File: src/rtl/core/prefix_varint_decoder_core_defines.svh
// Assertion macros for the prefix varint decoder core.
`ifndef PREFIX_VARINT_DECODER_CORE_DEFINES_SVH
`define PREFIX_VARINT_DECODER_CORE_DEFINES_SVH

`ifndef SYNTH
// Same-cycle implication, checked on every rising clock edge outside reset.
`define PVD_ASSERT_IMP(lbl, ante, cons) \
   lbl: assert property (@(posedge clock) disable iff (reset) (ante) |-> (cons)) \
      else $error("pvd assertion failed");
// Next-cycle implication, checked on every rising clock edge outside reset.
`define PVD_ASSERT_NEXT(lbl, ante, cons) \
   lbl: assert property (@(posedge clock) disable iff (reset) (ante) |=> (cons)) \
      else $error("pvd assertion failed");
`else
`define PVD_ASSERT_IMP(lbl, ante, cons)
`define PVD_ASSERT_NEXT(lbl, ante, cons)
`endif

`endif

File: src/rtl/core/pvd_pkg.sv
// Types, constants and helper functions shared by the prefix varint decoder.
`default_nettype none

package pvd_pkg;

   localparam int unsigned ByteW  = 8;
   localparam int unsigned ValueW = 64;
   localparam int unsigned LenW   = 4;
   localparam int unsigned CountW = 4;

   typedef logic [ByteW-1:0]  byte_type;
   typedef logic [ValueW-1:0] value_type;
   typedef logic [LenW-1:0]   len_type;
   typedef logic [CountW-1:0] count_type;

   // Prefix bit tested at each position of the first byte, top bit first.
   localparam byte_type PREFIX_BITS [ByteW] = '{
      8'h80, 8'h40, 8'h20, 8'h10, 8'h08, 8'h04, 8'h02, 8'h01
   };

   localparam len_type LEN_SINGLE = 4'd1;

   // Decoded first byte.
   typedef struct packed {
      count_type ones;      // extra bytes that follow
      byte_type  top_bits;  // value bits below the terminating zero
   } prefix_type;

   // One result transaction.
   typedef struct packed {
      value_type value;
      len_type   encoded_length;
      logic      too_big;
   } rsp_type;

   function automatic count_type leading_ones(input byte_type b);
      count_type n;
      logic      stop;
      n    = '0;
      stop = 1'b0;
      for (int i = 0; i < ByteW; i++) begin
         if (!stop && ((b & PREFIX_BITS[i]) != '0)) begin
            n = n + count_type'(1);
         end else begin
            stop = 1'b1;
         end
      end
      return n;
   endfunction

   // Keep the bits below the terminating zero; none when ones >= 7.
   function automatic byte_type top_mask(input count_type n);
      logic [CountW:0] sh;
      sh = {1'b0, n} + (CountW+1)'(1);
      return byte_type'(8'hFF >> sh);
   endfunction

endpackage

`default_nettype wire

File: src/rtl/core/pvd_in_stage.sv
// Input register of the prefix varint decoder.
`default_nettype none

module pvd_in_stage (
   input  wire logic              clock,
   input  wire logic              reset,
   input  wire logic              req_valid,
   input  wire pvd_pkg::byte_type req_data_byte,
   output logic                   req_ready,
   input  wire logic              take,
   output logic                   stage_valid,
   output pvd_pkg::byte_type      stage_byte
);

   logic              valid_ff, valid_in;
   pvd_pkg::byte_type byte_ff;
   logic              fire;

   assign req_ready = !valid_ff || take;
   assign fire      = req_valid && req_ready;

   always_comb begin
      if (fire) begin
         valid_in = 1'b1;
      end else if (take) begin
         valid_in = 1'b0;
      end else begin
         valid_in = valid_ff;
      end
   end

   always_ff @(posedge clock) begin
      if (reset) begin
         valid_ff <= 1'b0;
      end else begin
         valid_ff <= valid_in;
      end
   end

   always_ff @(posedge clock) begin
      if (fire) begin
         byte_ff <= req_data_byte;
      end
   end

   assign stage_valid = valid_ff;
   assign stage_byte  = byte_ff;

endmodule

`default_nettype wire

File: src/rtl/core/pvd_prefix_decode.sv
// Leading-ones count and top-bit extraction for a first byte.
`default_nettype none

module pvd_prefix_decode (
   input  wire pvd_pkg::byte_type first_byte,
   output pvd_pkg::prefix_type prefix
);

   always_comb begin
      prefix.ones     = pvd_pkg::leading_ones(first_byte);
      prefix.top_bits = first_byte & pvd_pkg::top_mask(prefix.ones);
   end

endmodule

`default_nettype wire

File: src/rtl/core/pvd_accum.sv
// Decode state and byte accumulation of the prefix varint decoder.
`default_nettype none

module pvd_accum (
   input  wire logic              clock,
   input  wire logic              reset,
   input  wire logic              narrow_mode,
   input  wire logic              in_valid,
   input  wire pvd_pkg::byte_type in_byte,
   input  wire logic              out_free,
   output logic                   take,
   output logic                   res_valid,
   output pvd_pkg::rsp_type       res
);

   pvd_pkg::count_type  rem_ff, rem_in;
   pvd_pkg::value_type  acc_ff, acc_in;
   pvd_pkg::len_type    len_ff, len_in;
   pvd_pkg::prefix_type prefix;
   pvd_pkg::value_type  shifted;
   logic                first;
   logic                complete;

   pvd_prefix_decode u_decode (
      .first_byte (in_byte),
      .prefix     (prefix)
   );

   assign first    = (rem_ff == '0);
   assign shifted  = {acc_ff[pvd_pkg::ValueW-pvd_pkg::ByteW-1:0], in_byte};
   assign complete = first ? (prefix.ones == '0) : (rem_ff == pvd_pkg::count_type'(1));

   // Take bytes that finish nothing at once; hold a completing byte until the output frees.
   assign take      = in_valid && (!complete || out_free);
   assign res_valid = in_valid && complete;

   always_comb begin
      res.value          = first ? pvd_pkg::value_type'(in_byte) : shifted;
      res.encoded_length = first ? pvd_pkg::LEN_SINGLE : len_ff;
      res.too_big        = narrow_mode && (res.value[pvd_pkg::ValueW-1:32] != '0);
   end

   always_comb begin
      rem_in = rem_ff;
      acc_in = acc_ff;
      len_in = len_ff;
      if (take) begin
         if (first) begin
            if (!complete) begin
               rem_in = prefix.ones;
               acc_in = pvd_pkg::value_type'(prefix.top_bits);
               len_in = pvd_pkg::len_type'(prefix.ones) + pvd_pkg::len_type'(1);
            end
         end else begin
            rem_in = rem_ff - pvd_pkg::count_type'(1);
            acc_in = complete ? '0 : shifted;
            len_in = complete ? '0 : len_ff;
         end
      end
   end

   always_ff @(posedge clock) begin
      if (reset) begin
         rem_ff <= '0;
         acc_ff <= '0;
         len_ff <= '0;
      end else begin
         rem_ff <= rem_in;
         acc_ff <= acc_in;
         len_ff <= len_in;
      end
   end

endmodule

`default_nettype wire

File: src/rtl/core/pvd_out_stage.sv
// Result register of the prefix varint decoder.
`default_nettype none

module pvd_out_stage (
   input  wire logic               clock,
   input  wire logic               reset,
   input  wire logic               load,
   input  wire pvd_pkg::rsp_type   res,
   output logic                    out_free,
   input  wire logic               rsp_ready,
   output logic                    rsp_valid,
   output pvd_pkg::value_type      rsp_value,
   output pvd_pkg::len_type        rsp_encoded_length,
   output logic                    rsp_too_big
);

   logic             valid_ff, valid_in;
   pvd_pkg::rsp_type res_ff;
   logic             fire;

   assign out_free = !valid_ff || rsp_ready;
   assign fire     = load && out_free;

   always_comb begin
      if (fire) begin
         valid_in = 1'b1;
      end else if (rsp_ready) begin
         valid_in = 1'b0;
      end else begin
         valid_in = valid_ff;
      end
   end

   always_ff @(posedge clock) begin
      if (reset) begin
         valid_ff <= 1'b0;
      end else begin
         valid_ff <= valid_in;
      end
   end

   always_ff @(posedge clock) begin
      if (fire) begin
         res_ff <= res;
      end
   end

   assign rsp_valid          = valid_ff;
   assign rsp_value          = res_ff.value;
   assign rsp_encoded_length = res_ff.encoded_length;
   assign rsp_too_big        = res_ff.too_big;

endmodule

`default_nettype wire

File: src/rtl/core/prefix_varint_decoder_core.sv
// Top level of the prefix varint decoder: one byte in, one integer out when complete.
//
//   Channel | Direction | Handshake              | Payload
//   --------+-----------+------------------------+-------------------------------------
//   req     | in        | req_valid / req_ready  | req_data_byte[7:0]
//   rsp     | out       | rsp_valid / rsp_ready  | rsp_value[63:0], rsp_encoded_length[3:0],
//           |           |                        | rsp_too_big
//   csr     | in        | csr_valid / csr_ready  | csr_narrow_mode
//
// One byte per cycle is sustained while the result register is free: a byte lands in the
// input register, is folded into the accumulator in the next cycle, and a completing byte
// loads the result register at that same edge, from which the result is shown on rsp.
// Reset (synchronous, active high) empties both registers and returns the decoder to
// awaiting a first byte; narrow mode resets to off.
// A stalled result register holds only completing bytes; bytes that merely extend the
// accumulator keep flowing. csr_ready is always high.
`default_nettype none
`include "prefix_varint_decoder_core_defines.svh"

module prefix_varint_decoder_core (
   input  wire logic               clock,
   input  wire logic               reset,
   // input byte stream
   input  wire logic               req_valid,
   output logic                    req_ready,
   input  wire pvd_pkg::byte_type  req_data_byte,
   // decoded integers
   output logic                    rsp_valid,
   input  wire logic               rsp_ready,
   output pvd_pkg::value_type      rsp_value,
   output pvd_pkg::len_type        rsp_encoded_length,
   output logic                    rsp_too_big,
   // configuration write
   input  wire logic               csr_valid,
   output logic                    csr_ready,
   input  wire logic               csr_narrow_mode
);

   logic              narrow_mode_ff, narrow_mode_in;
   logic              stage_valid;
   pvd_pkg::byte_type stage_byte;
   logic              take;
   logic              out_free;
   logic              res_valid;
   pvd_pkg::rsp_type  res;

   // Configuration: take every transaction at once.
   assign csr_ready      = 1'b1;
   assign narrow_mode_in = (csr_valid && csr_ready) ? csr_narrow_mode : narrow_mode_ff;

   always_ff @(posedge clock) begin
      if (reset) begin
         narrow_mode_ff <= 1'b0;
      end else begin
         narrow_mode_ff <= narrow_mode_in;
      end
   end

   // Input register: advance whenever the accumulator consumes the held byte.
   pvd_in_stage u_in_stage (
      .clock         (clock),
      .reset         (reset),
      .req_valid     (req_valid),
      .req_data_byte (req_data_byte),
      .req_ready     (req_ready),
      .take          (take),
      .stage_valid   (stage_valid),
      .stage_byte    (stage_byte)
   );

   // Decode state: count extra bytes, shift them in big-endian.
   pvd_accum u_accum (
      .clock       (clock),
      .reset       (reset),
      .narrow_mode (narrow_mode_ff),
      .in_valid    (stage_valid),
      .in_byte     (stage_byte),
      .out_free    (out_free),
      .take        (take),
      .res_valid   (res_valid),
      .res         (res)
   );

   // Result register: decouple the result side from the byte stream.
   pvd_out_stage u_out_stage (
      .clock              (clock),
      .reset              (reset),
      .load               (res_valid),
      .res                (res),
      .out_free           (out_free),
      .rsp_ready          (rsp_ready),
      .rsp_valid          (rsp_valid),
      .rsp_value          (rsp_value),
      .rsp_encoded_length (rsp_encoded_length),
      .rsp_too_big        (rsp_too_big)
   );

   // Length of any delivered integer lies in one to nine bytes.
   `PVD_ASSERT_IMP(a_len_range, rsp_valid, rsp_encoded_length >= 4'd1 && rsp_encoded_length <= 4'd9)
   // A single-byte integer never carries more than seven value bits.
   `PVD_ASSERT_IMP(a_single_narrow, rsp_valid && rsp_encoded_length == 4'd1, rsp_value[63:7] == '0)
   // The flag only rises in narrow mode and only for values beyond 32 bits.
   `PVD_ASSERT_IMP(a_too_big, rsp_valid && rsp_too_big, narrow_mode_ff && rsp_value[63:32] != '0)
   // A configuration transaction lands in the mode register.
   `PVD_ASSERT_NEXT(a_cfg_write, csr_valid && csr_ready, narrow_mode_ff == $past(csr_narrow_mode))

endmodule

`default_nettype wire

File: config.mk
export PLATFORM = sky130hd
export DESIGN_NAME = prefix_varint_decoder_core
export DESIGN_NICKNAME = d
export VERILOG_FILES = /design/src/rtl/core/pvd_pkg.sv /design/src/rtl/core/pvd_in_stage.sv /design/src/rtl/core/pvd_prefix_decode.sv /design/src/rtl/core/pvd_accum.sv /design/src/rtl/core/pvd_out_stage.sv /design/src/rtl/core/prefix_varint_decoder_core.sv
export VERILOG_INCLUDE_DIRS = /design/src /design/src/rtl/core
export SDC_FILE = /design/constraint.sdc
export NUM_CORES = 1
export LEC_CHECK = 0
export BUFFER_PORTS_ARGS = -buffer_cell sky130_fd_sc_hd__buf_4
export CORE_UTILIZATION = 57
export CTS_BUF_LIST = sky130_fd_sc_hd__clkbuf_16
export DETAILED_ROUTE_END_ITERATION = 10
export GPL_TIMING_DRIVEN = 0
export PLACE_DENSITY = 0.77
export SETUP_SLACK_MARGIN = 0.02
export SYNTH_ARGS = -nofsm -noshare
export SYNTH_HDL_FRONTEND = slang
export SYNTH_SLANG_ARGS = --single-unit
File: constraint.sdc
create_clock -name clock -period 8.9 [get_ports clock]
set_clock_uncertainty 0.05 [all_clocks]
set_input_delay 0.445 -clock clock [delete_from_list [all_inputs] [get_ports clock]]
set_output_delay 0.445 -clock clock [all_outputs]
set_load 0.005 [all_outputs]
==> metrics.cfg, run 1 <==
[pwr]
clock_power_share = 0.407
irDropWorstVdd_mv = 0.1141
p_comb_frac = 0.123
seqPwrFrac = 0.470
p_sw_uw = 396.1
powerDensity_mw_per_mm2 = 201.5
p_int_uw = 1170
swShare = 0.2529
p_leak_uw = 0.002881

[floorplanning]
initial_core_util = 0.5885
die_h_um = 108.0
die_area_mm2 = 0.01167
coreArea_mm2 = 0.01089
io_pins = 86
fp.dieW_um = 108.0
fp-row-count = 38

[synthesis]
ys_ff_latch = 144
synth_enable_flop_cells = 77
yosys.cell_count.top_type = edfxtp_1
synth_top_area_frac = 0.3609
yosysWarnings = 0
async_flop_share = 0
ys_seq_area_frac = 0.5702
syn_nets = 591
synth_area_per_cell_um2 = 11.28
ys_types = 65
synth_area_leaders = edfxtp_1 36%, dfxtp_1 21%, mux2i_1 8.4%
synthCells = 568
netlist.top_cell.by_area = edfxtp_1
netlist_top_cells_count = 77 x edfxtp_1, 72 x nand2_1, 67 x dfxtp_1
mappedNetlistArea_mm2 = 0.006407
synth-main-ff-cell = edfxtp_1

[clocking]
path_clk_slew_ns = 0.06
clock_sinks = 144
cts_setup_buffers = 0
clk_latency_ns = 0.41
numCtsBuffers = 17
cts_max_level = 4
cts_resized = 0
root_buffer = clkbuf_16
clockBufferDepth = 2
cts_tree = yes
postCtsHoldBufs = 0

[drt]
avgViaCountPerCell = 5.728
firstDrtPassIters = 6
routed_wl_um = 14390
vias = 4726
first_iter_violations = 322
drc = 0
drtAntennaViolNets = 0
wl_per_cell_um = 17.44

[hold_path]
hold_path.class = input pin to flip-flop
min_from = req_data_byte[7]

[timing]
final_max_slew_viol_count = 0
tns_ns = 0
hold_viol_final = 0
rsz0062_at_grt = no
period_share = 0.6239
slew_headroom = 0.3454
tightest_slew_ns = 0.9796
fmax_ghz = 0.1801
setup_viol = 0
min_period_ns = 5.552

[cells_and_area]
finalNetCount = 695
fillers = 797
regArea_mm2 = 0.003654
drive_gt1_frac = 0.2015
final_cells = 825
diodes = 0
final_core_util = 0.7141
syn_to_final_growth_pct = 21.34
multi_input_area_mm2 = 0.002472

[critical_path]
critPathLaunchType = flip-flop
cp.arrival_ns = 5.61
worstSetupEndpointType = flip-flop
r2r-start = u_in_stage.stage_byte[5]
crit_required_ns = 8.95
path_class = flip-flop to flip-flop
crit_fanout = 40
startpoint = u_in_stage.stage_byte[5]

[placement]
dp.cells = 793
gp_congestion = 0.8870
dpl.hpwl_um = 10030
port_buffers = 84

[grt]
grt.total_usage = 0.2621
antenna_found_initial = 0
grt_max_degree = 41
first_global_vias = 4693
grt-ovfl-total = 0
grt_pass1_wl_um = 22960

[run_status]
status = completed

[flow_run]
drv_cap = 0

-- routing by layer --
| layer | track usage | wire length (µm) |
|---|---|---|
| met3 | 0.05003 | 701 |
| met2 | 0.4386 | 7250 |
| met4 | 0.1292 | 364 |
| met1 | 0.3247 | 6075 |
| met5 | 0 | 0 |
-- sequential cells by signal (all words and copies together) (netlist names) --
| register | cells |
|---|---|
| u_out_stage.rsp_too_big | 1 |
| u_accum.len_ff | 4 |
| u_out_stage.rsp_encoded_length | 4 |
| u_out_stage.rsp_value | 64 |
| u_out_stage.rsp_valid | 1 |
| u_in_stage.stage_byte | 8 |
| u_accum.acc_ff | 56 |
| narrow_mode_ff | 1 |
| u_accum.rem_ff | 4 |
| u_in_stage.stage_valid | 1 |
-- final cells by class --
class | instances | area share
clock buffers | 17 | 0.05472
multi-input cells | 375 | 0.3180
repair buffers | 85 | 0.08368
clock inverters | 15 | 0.01400
well taps | 140 | 0.02253
inverters | 11 | 0.005311
plain buffers | 38 | 0.03186
flip-flops and latches | 144 | 0.4699
-- kinds of logic (layout without fill, tap and decap cells) --
kind of cell / Yosys count / in the layout / synth area share
and+or+nand+nor: 246 / 246 / 0.2023
DFF: 144 / 144 / 0.5702
AOI/OAI and AO/OA: 63 / 63 / 0.07675
muxes: 55 / 55 / 0.08612
buffers and inverters: 49 / 166 / 0.04511
adders and majority gates: 9 / 9 / 0.01758
other: 1 / 1 / 0.0005853
xor gates and xnor gates: 1 / 1 / 0.001367
-- power by group through the flow --
stage	Combinational [µW]	Clock, µW	Sequential (µW)
2_1_floorplan	117	0	751
3_3_place_gp	184	0	752
3_5_place_dp	190	0	750
4_1_cts	192	648	736
5_1_grt	209	676	738
6_report	193	638	736
-- critical path, cell delays in order (launching register included) --
cell      delay, ns
edfxtp_1       0.44
inv_1          0.12
a21boi_0       0.28
ha_1           0.33
o21a_1         0.23
ha_1           0.31
mux2i_1        0.14
a31oi_1        0.05
mux2_2         0.31
ha_1           0.32
mux2i_1        0.35
ha_1           0.29
and3_1         0.21
clkbuf_1       0.39
a21oi_1        0.27
nor2_4         0.82
buf_12         0.31
-- metrics by stage --
step                worst slack [ns]  area [µm²]  total power [µW]  hold WS [ns]
CTS                            3.385        7775              1577        0.1386
global placement              0.6052        7213             936.1        0.3800
finish                         3.348        7775              1566        0.1522
detailed placement             3.425        7241             940.4        0.3795
floorplan                      2.101        6407             867.8        0.3706
global route                   3.055        7775              1624        0.1358
-- final timing paths --
check,cells past startpoint,slack [ns],end
worst max-delay path,16,3.35,u_out_stage.rsp_value[38]
worst min-delay path,1,0.15,u_in_stage.stage_byte[7]
worst max register to register,16,3.35,u_out_stage.rsp_value[38]
worst min register to register,0,0.40,u_out_stage.rsp_value[1]
-- layout by cell type, fill, tap and decap left out, drive strengths merged, types with 5 or more instances in the layout --
master,instances
o2111ai,5
buf,95
a31oi,7
nor2,15
o21ai,7
nand2b,5
nor2b,8
dfxtp,67
mux2i,54
ha,9
clkbuf,45
o21a,5
edfxtp,77
nand2,72
clkinv,6
nor4,8
and2,66
nand3,50
inv,15
Power figures use the tool's default switching activity.
==> run 2: changes to the inputs <==
Clock period 8.9 ns to 5.5 ns, I/O delays scaled along.
==> metrics.cfg, run 2 (same netlist as run 1, synthesis figures left out) <==
[drt]
vias = 4794  ; +1.4%
avgViaCountPerCell = 5.748  ; +0.34%
wl_per_cell_um = 18.03  ; +3.4%
drtAntennaViolNets = 0  ; unchanged
firstDrtPassIters = 5  ; -1
first_iter_violations = 315  ; -2.2%
drc = 0  ; unchanged
routed_wl_um = 15040  ; +4.5%

[floorplanning]
initial_core_util = 0.5885  ; unchanged
coreArea_mm2 = 0.01089  ; unchanged
io_pins = 86  ; unchanged
fp-row-count = 38  ; unchanged
die_area_mm2 = 0.01167  ; unchanged
die_h_um = 108.0  ; unchanged
fp.dieW_um = 108.0  ; unchanged

[critical_path]
cp_cell_sequence = and2_2 -> ha_1 -> o21a_1 -> ha_1 -> mux2i_1 -> a31oi_1 -> mux2_2 -> ha_1 -> mux2i_1 -> ha_1 -> and3_1 -> clkbuf_2 -> a21oi_1 -> or2_2 -> buf_4
critPathLaunchType = flip-flop
cpPeakStageDelay_ns = 0.53  ; -0.29 ns
critPathSlowestCell = edfxtp_1
cp.arrival_ns = 4.75  ; -0.86 ns
crit_fanout = 10  ; -75%
worstSetupEndpointType = output pin
timing.critical_path.mode_cell = ha_1
path_class = flip-flop to output pin
crit_required_ns = 5.18  ; -3.77 ns

[grt]
antenna_found_initial = 0  ; unchanged
grt-ovfl-total = 0  ; unchanged
grt_pass1_wl_um = 23960  ; +4.4%
grt_max_degree = 40  ; -2.4%
grt.total_usage = 0.2750  ; +0.01288
first_global_vias = 4740  ; +1.0%

[clocking]
clk_latency_ns = 0.42  ; about the same
path_clk_slew_ns = 0.06  ; about the same
cts_max_level = 4  ; unchanged
cts_tree = yes
root_buffer = clkbuf_16
numCtsBuffers = 17  ; unchanged
clockBufferDepth = 2  ; unchanged
clock_sinks = 144  ; unchanged

[timing]
fin_worst_hold_slack_ns = 0.05330  ; -0.09894 ns
slew_headroom = 0.3855  ; +0.04012
setup_viol = 0  ; unchanged
period_share = 0.9220
hold_viol_final = 0  ; unchanged
tns_ns = 0  ; unchanged
fmax_ghz = 0.1972
rsz0062_at_grt = no
final_max_slew_viol_count = 0  ; unchanged
tightest_slew_ns = 0.9207  ; -0.05885 ns
min_period_ns = 5.071

[cells_and_area]
syn_to_final_growth_pct = 23.94
largest_reg_flops = 64  ; unchanged
mostFrequentLayoutCell = buf_4
final_core_util = 0.7294  ; +0.01528
diodes = 0  ; unchanged
stdcell_area_mm2 = 0.007941  ; +2.1%
finalNetCount = 704  ; +1.3%
drive_gt1_frac = 0.2032  ; +0.001710
mostFrequentLayoutCells = 86 x buf_4, 77 x edfxtp_1, 72 x nand2_1

[pwr]
irDropWorstVdd_mv = 0.1748  ; +53%
powerDensity_mw_per_mm2 = 339.7  ; +69%
p_leak_uw = 0.002959  ; +2.7%

[hold_path]
hold_path.class = input pin to flip-flop

[placement]
port_buffers = 84  ; unchanged
dpl.hpwl_um = 10030  ; about the same
dpl-instance-area_mm2 = 0.007241  ; unchanged
gp_congestion = 0.9027  ; +1.8%

[run_status]
status = completed

[flow_run]
drv_cap = 0  ; unchanged

## run 2: cell types whose count changed in the layout (fill, tap and decap cells not counted), sizes merged
cell / before / now
bufinv: 1 / 3
clkbuf: 45 / 46
clkinvlp: 4 / 1
dlygate4sd3: 0 / 8
nor2: 15 / 16
## run 2: worst paths after layout
kind         slack, ns                        end  depth (start not counted)                      from
min reg2reg       0.40   u_out_stage.rsp_value[1]                          0  u_in_stage.stage_byte[1]
min               0.05     u_in_stage.stage_valid                          3                 req_valid
max reg2reg       0.44  u_out_stage.rsp_value[44]                         15  u_in_stage.stage_byte[7]
max               0.43                  req_ready                         15  u_in_stage.stage_byte[7]
## run 2: metrics by stage
step                      instances  power, µW  worst slack (ns)
after global placement          792       1514           -0.3547
after global routing            834       2774           0.09539
final                           834       2698            0.4291
after floorplan                 568       1403            0.6002
after detailed placement        793       1522          0.009313
after CTS                       834       2701            0.1709
## run 2: cell type report
| class | instances | area [µm²] |
|---|---|---|
| sequential | 144 | 3654 |
| clock buffer | 18 | 450.4 |
| clock inverter | 14 | 162.7 |
| multi-input combinational | 376 | 2479 |
| timing repair buffer | 93 | 730.7 |
| fill | 754 | 2947 |
| tap | 140 | 175.2 |
| buffer | 38 | 249.0 |
| inverter | 11 | 41.29 |
## run 2: repair_timing
item | in CTS | in global routing
setup endpoints to repair | 39 | 55
buffers inserted | 0 | 0
cloned | 1 | 0
hold buffers | 8 | 0
pin swaps | 1 | 0
endpoints found under the hold margin | 8 | 0
gates resized for setup | 0 | 2
## run 2: power by group
group | switching (µW) | internal, µW
registers | 20.2 | 1170
clock network | 448 | 738
logic | 204 | 116
## run 2: critical path: cells and delay by family (launching register included)
family | cells | cell delay [ns]
buffers and inverters | 2 | 0.39
muxes | 3 | 0.78
AOI/OAI and AO/OA | 3 | 0.53
DFF | 1 | 0.53
adders and majority gates | 4 | 1.24
and+or+nand+nor | 3 | 0.86
## run 2: layer usage
metal  vias to the layer above  track usage  share of wire
met5                         -            0              0
met4                         0       0.1096          0.025
met3                        31      0.05244          0.050
met2                       170       0.4768           0.51
met1                      2311       0.3365           0.42
li1                       2282            -              -
==> run 3: changes to the inputs <==
Settings changed: CELL_PAD_IN_SITES_DETAIL_PLACEMENT set to 1, CELL_PAD_IN_SITES_GLOBAL_PLACEMENT set to 2, CORE_UTILIZATION 57 to 38, PLACE_DENSITY 0.77 to 0.78.
==> metrics.cfg, run 3 (same netlist as run 1, synthesis figures left out) <==
[critical_path]
ff2ff_path_depth = 15  ; unchanged
startpoint = u_in_stage.stage_byte[5]
worstSetupEndpointType = output pin
cp.arrival_ns = 4.84  ; +0.09 ns
path_buf_inv = 3  ; +1
crit_cells = 16  ; +1
path_class = flip-flop to output pin
crit_required_ns = 5.18  ; about the same
critPathSlowestCell = edfxtp_1
r2r_slack_ns = 0.39  ; -0.05 ns
r2r-start = u_in_stage.stage_byte[5]
crit_fanout = 10  ; unchanged
timing.critical_path.mode_cell = ha_1
cp_cell_sequence = inv_1 -> a21boi_0 -> ha_1 -> o21a_1 -> ha_1 -> mux2i_1 -> a31oi_1 -> mux2_2 -> ha_1 -> mux2i_2 -> ha_1 -> and3_1 -> clkbuf_2 -> a21oi_1 -> or2_2 -> buf_4
endpoint = req_ready
critPathLaunchType = flip-flop
rr_endpoint = u_out_stage.rsp_value[5]
crit_family = adder cells
cpPeakStageDelay_ns = 0.46  ; -0.07 ns

[clocking]
clk_latency_ns = 0.43  ; about the same
cts_tree = yes
clockBufferDepth = 2  ; unchanged
path_clk_slew_ns = 0.06  ; about the same
cts_max_level = 4  ; unchanged
clock_sinks = 144  ; unchanged
root_buffer = clkbuf_16
numCtsBuffers = 17  ; unchanged

[cells_and_area]
largest_reg_flops = 64  ; unchanged
drive_gt1_frac = 0.2072  ; +0.004024
stdcell_area_mm2 = 0.008034  ; +1.2%
final_cells = 915  ; +9.7%
syn_to_final_growth_pct = 25.39
diodes = 0  ; unchanged
finalNetCount = 705  ; +0.14%
mostFrequentLayoutCell = buf_4
final_core_util = 0.4862  ; -0.2432
mostFrequentLayoutCells = 87 x buf_4, 77 x edfxtp_1, 72 x nand2_1

[timing]
tightest_slew_ns = 0.8959  ; -0.02486 ns
final_max_slew_viol_count = 0  ; unchanged
slew_headroom = 0.4021  ; +0.01659
min_period_ns = 5.167  ; +0.09626 ns
hold_viol_final = 0  ; unchanged
setup_viol = 0  ; unchanged
rsz0062_at_grt = no
fmax_ghz = 0.1935  ; -1.9%
period_share = 0.9395  ; +0.01750

[floorplanning]
die_area_mm2 = 0.01738  ; +49%
die_h_um = 131.9  ; +22%
io_pins = 86  ; unchanged
coreArea_mm2 = 0.01652  ; +52%
initial_core_util = 0.3877  ; -0.2007
fp-row-count = 47  ; +24%
fp.dieW_um = 131.9  ; +22%

[drt]
wl_per_cell_um = 18.24  ; +1.2%
first_iter_violations = 219  ; -30%
vias = 4661  ; -2.8%
drc = 0  ; unchanged
avgViaCountPerCell = 5.094  ; -11%
firstDrtPassIters = 4  ; -1
routed_wl_um = 16690  ; +11%
drtAntennaViolNets = 0  ; unchanged

[placement]
dpl.hpwl_um = 11990  ; +20%
dpl-instance-area_mm2 = 0.007341  ; +1.4%
port_buffers = 84  ; unchanged
dp.cells = 873  ; +10%
gp_congestion = 0.8248  ; -8.6%

[grt]
grt_max_degree = 41  ; +2.5%
antenna_found_initial = 0  ; unchanged
first_global_vias = 4937  ; +4.2%
grt_pass1_wl_um = 26850  ; +12%
grt-ovfl-total = 0  ; unchanged
grt.total_usage = 0.2030  ; -0.07199

[flow_run]
drv_cap = 0  ; unchanged

[pwr]
p_leak_uw = 0.002960  ; about the same
powerDensity_mw_per_mm2 = 334.3  ; -1.6%
irDropWorstVdd_mv = 0.2122  ; +21%

[hold_path]
hold_path.class = input pin to flip-flop

[run_status]
status = completed

==> run 3: cell type report <==
| cell class | count | area [µm²] |
|---|---|---|
| Multi-Input combinational cell | 376 | 2482 |
| Fill cell | 1806 | 8491 |
| Clock inverter | 15 | 168.9 |
| Sequential cell | 144 | 3654 |
| Tap cell | 220 | 275.3 |
| Inverter | 11 | 41.29 |
| Clock buffer | 17 | 425.4 |
| Timing Repair Buffer | 94 | 738.2 |
| Buffer | 38 | 249.0 |
==> run 3: routing by layer <==
layer | track usage | vias up | wire, µm
li1 | - | 2281 | -
met4 | 0.07752 | 0 | 257
met2 | 0.3636 | 66 | 8650
met5 | 0 | - | 0
met1 | 0.2426 | 2295 | 7456
met3 | 0.03422 | 19 | 328
==> run 3: worst reg2reg max path, stage by stage (launching register included) <==
cell	delay [ns]
edfxtp_1	0.46
inv_1	0.13
a21boi_0	0.28
ha_1	0.33
o21a_1	0.21
ha_1	0.30
mux2i_1	0.14
a31oi_1	0.06
mux2_2	0.31
ha_1	0.33
mux2i_2	0.31
ha_1	0.29
and3_1	0.21
clkbuf_2	0.27
a21oi_1	0.28
nor2_2	0.77
==> run 3: repair_timing <==
item	4_1_cts	5_1_grt
gates cloned	1	0
endpoints found under the hold margin	8	0
pin swaps	1	1
buffers inserted	0	1
hold buffers	8	0
endpoints found under the setup margin	69	56
resized for setup	1	1
==> run 3: worst min-delay path by stage <==
stage	end	startpoint	cells after the start	slack (ns)
final	u_in_stage.stage_valid	req_valid	3	0.05
after global routing	u_in_stage.stage_valid	req_valid	3	0.06
after CTS	u_in_stage.stage_valid	req_valid	3	0.04
after detailed placement	u_out_stage.rsp_value[1]	u_in_stage.stage_byte[1]	0	0.39
after global placement	u_out_stage.rsp_value[1]	u_in_stage.stage_byte[1]	0	0.39
after floorplan	u_in_stage.stage_byte[0]	req_data_byte[0]	0	0.32
==> run 3: where the power goes <==
group | total (µW) | switching, µW | internal [µW]
registers | 1190 | 20.1 | 1170
logic | 327 | 210 | 117
clock network | 1170 | 456 | 710
==> run 3: through the flow <==
| stage | total power [µW] | worst slack (ns) | hold slack, ns | setup TNS (ns) |
|---|---|---|---|---|
| 2_1_floorplan | 1403 | 0.6002 | 0.3239 | 0 |
| 3_3_place_gp | 1526 | -0.5795 | 0.3854 | -39.34 |
| 3_5_place_dp | 1534 | -0.2456 | 0.3946 | -9.655 |
| 4_1_cts | 2712 | 0.2218 | 0.04094 | 0 |
| 5_1_grt | 2783 | 0.02753 | 0.06355 | 0 |
| 6_report | 2685 | 0.3329 | 0.05459 | 0 |
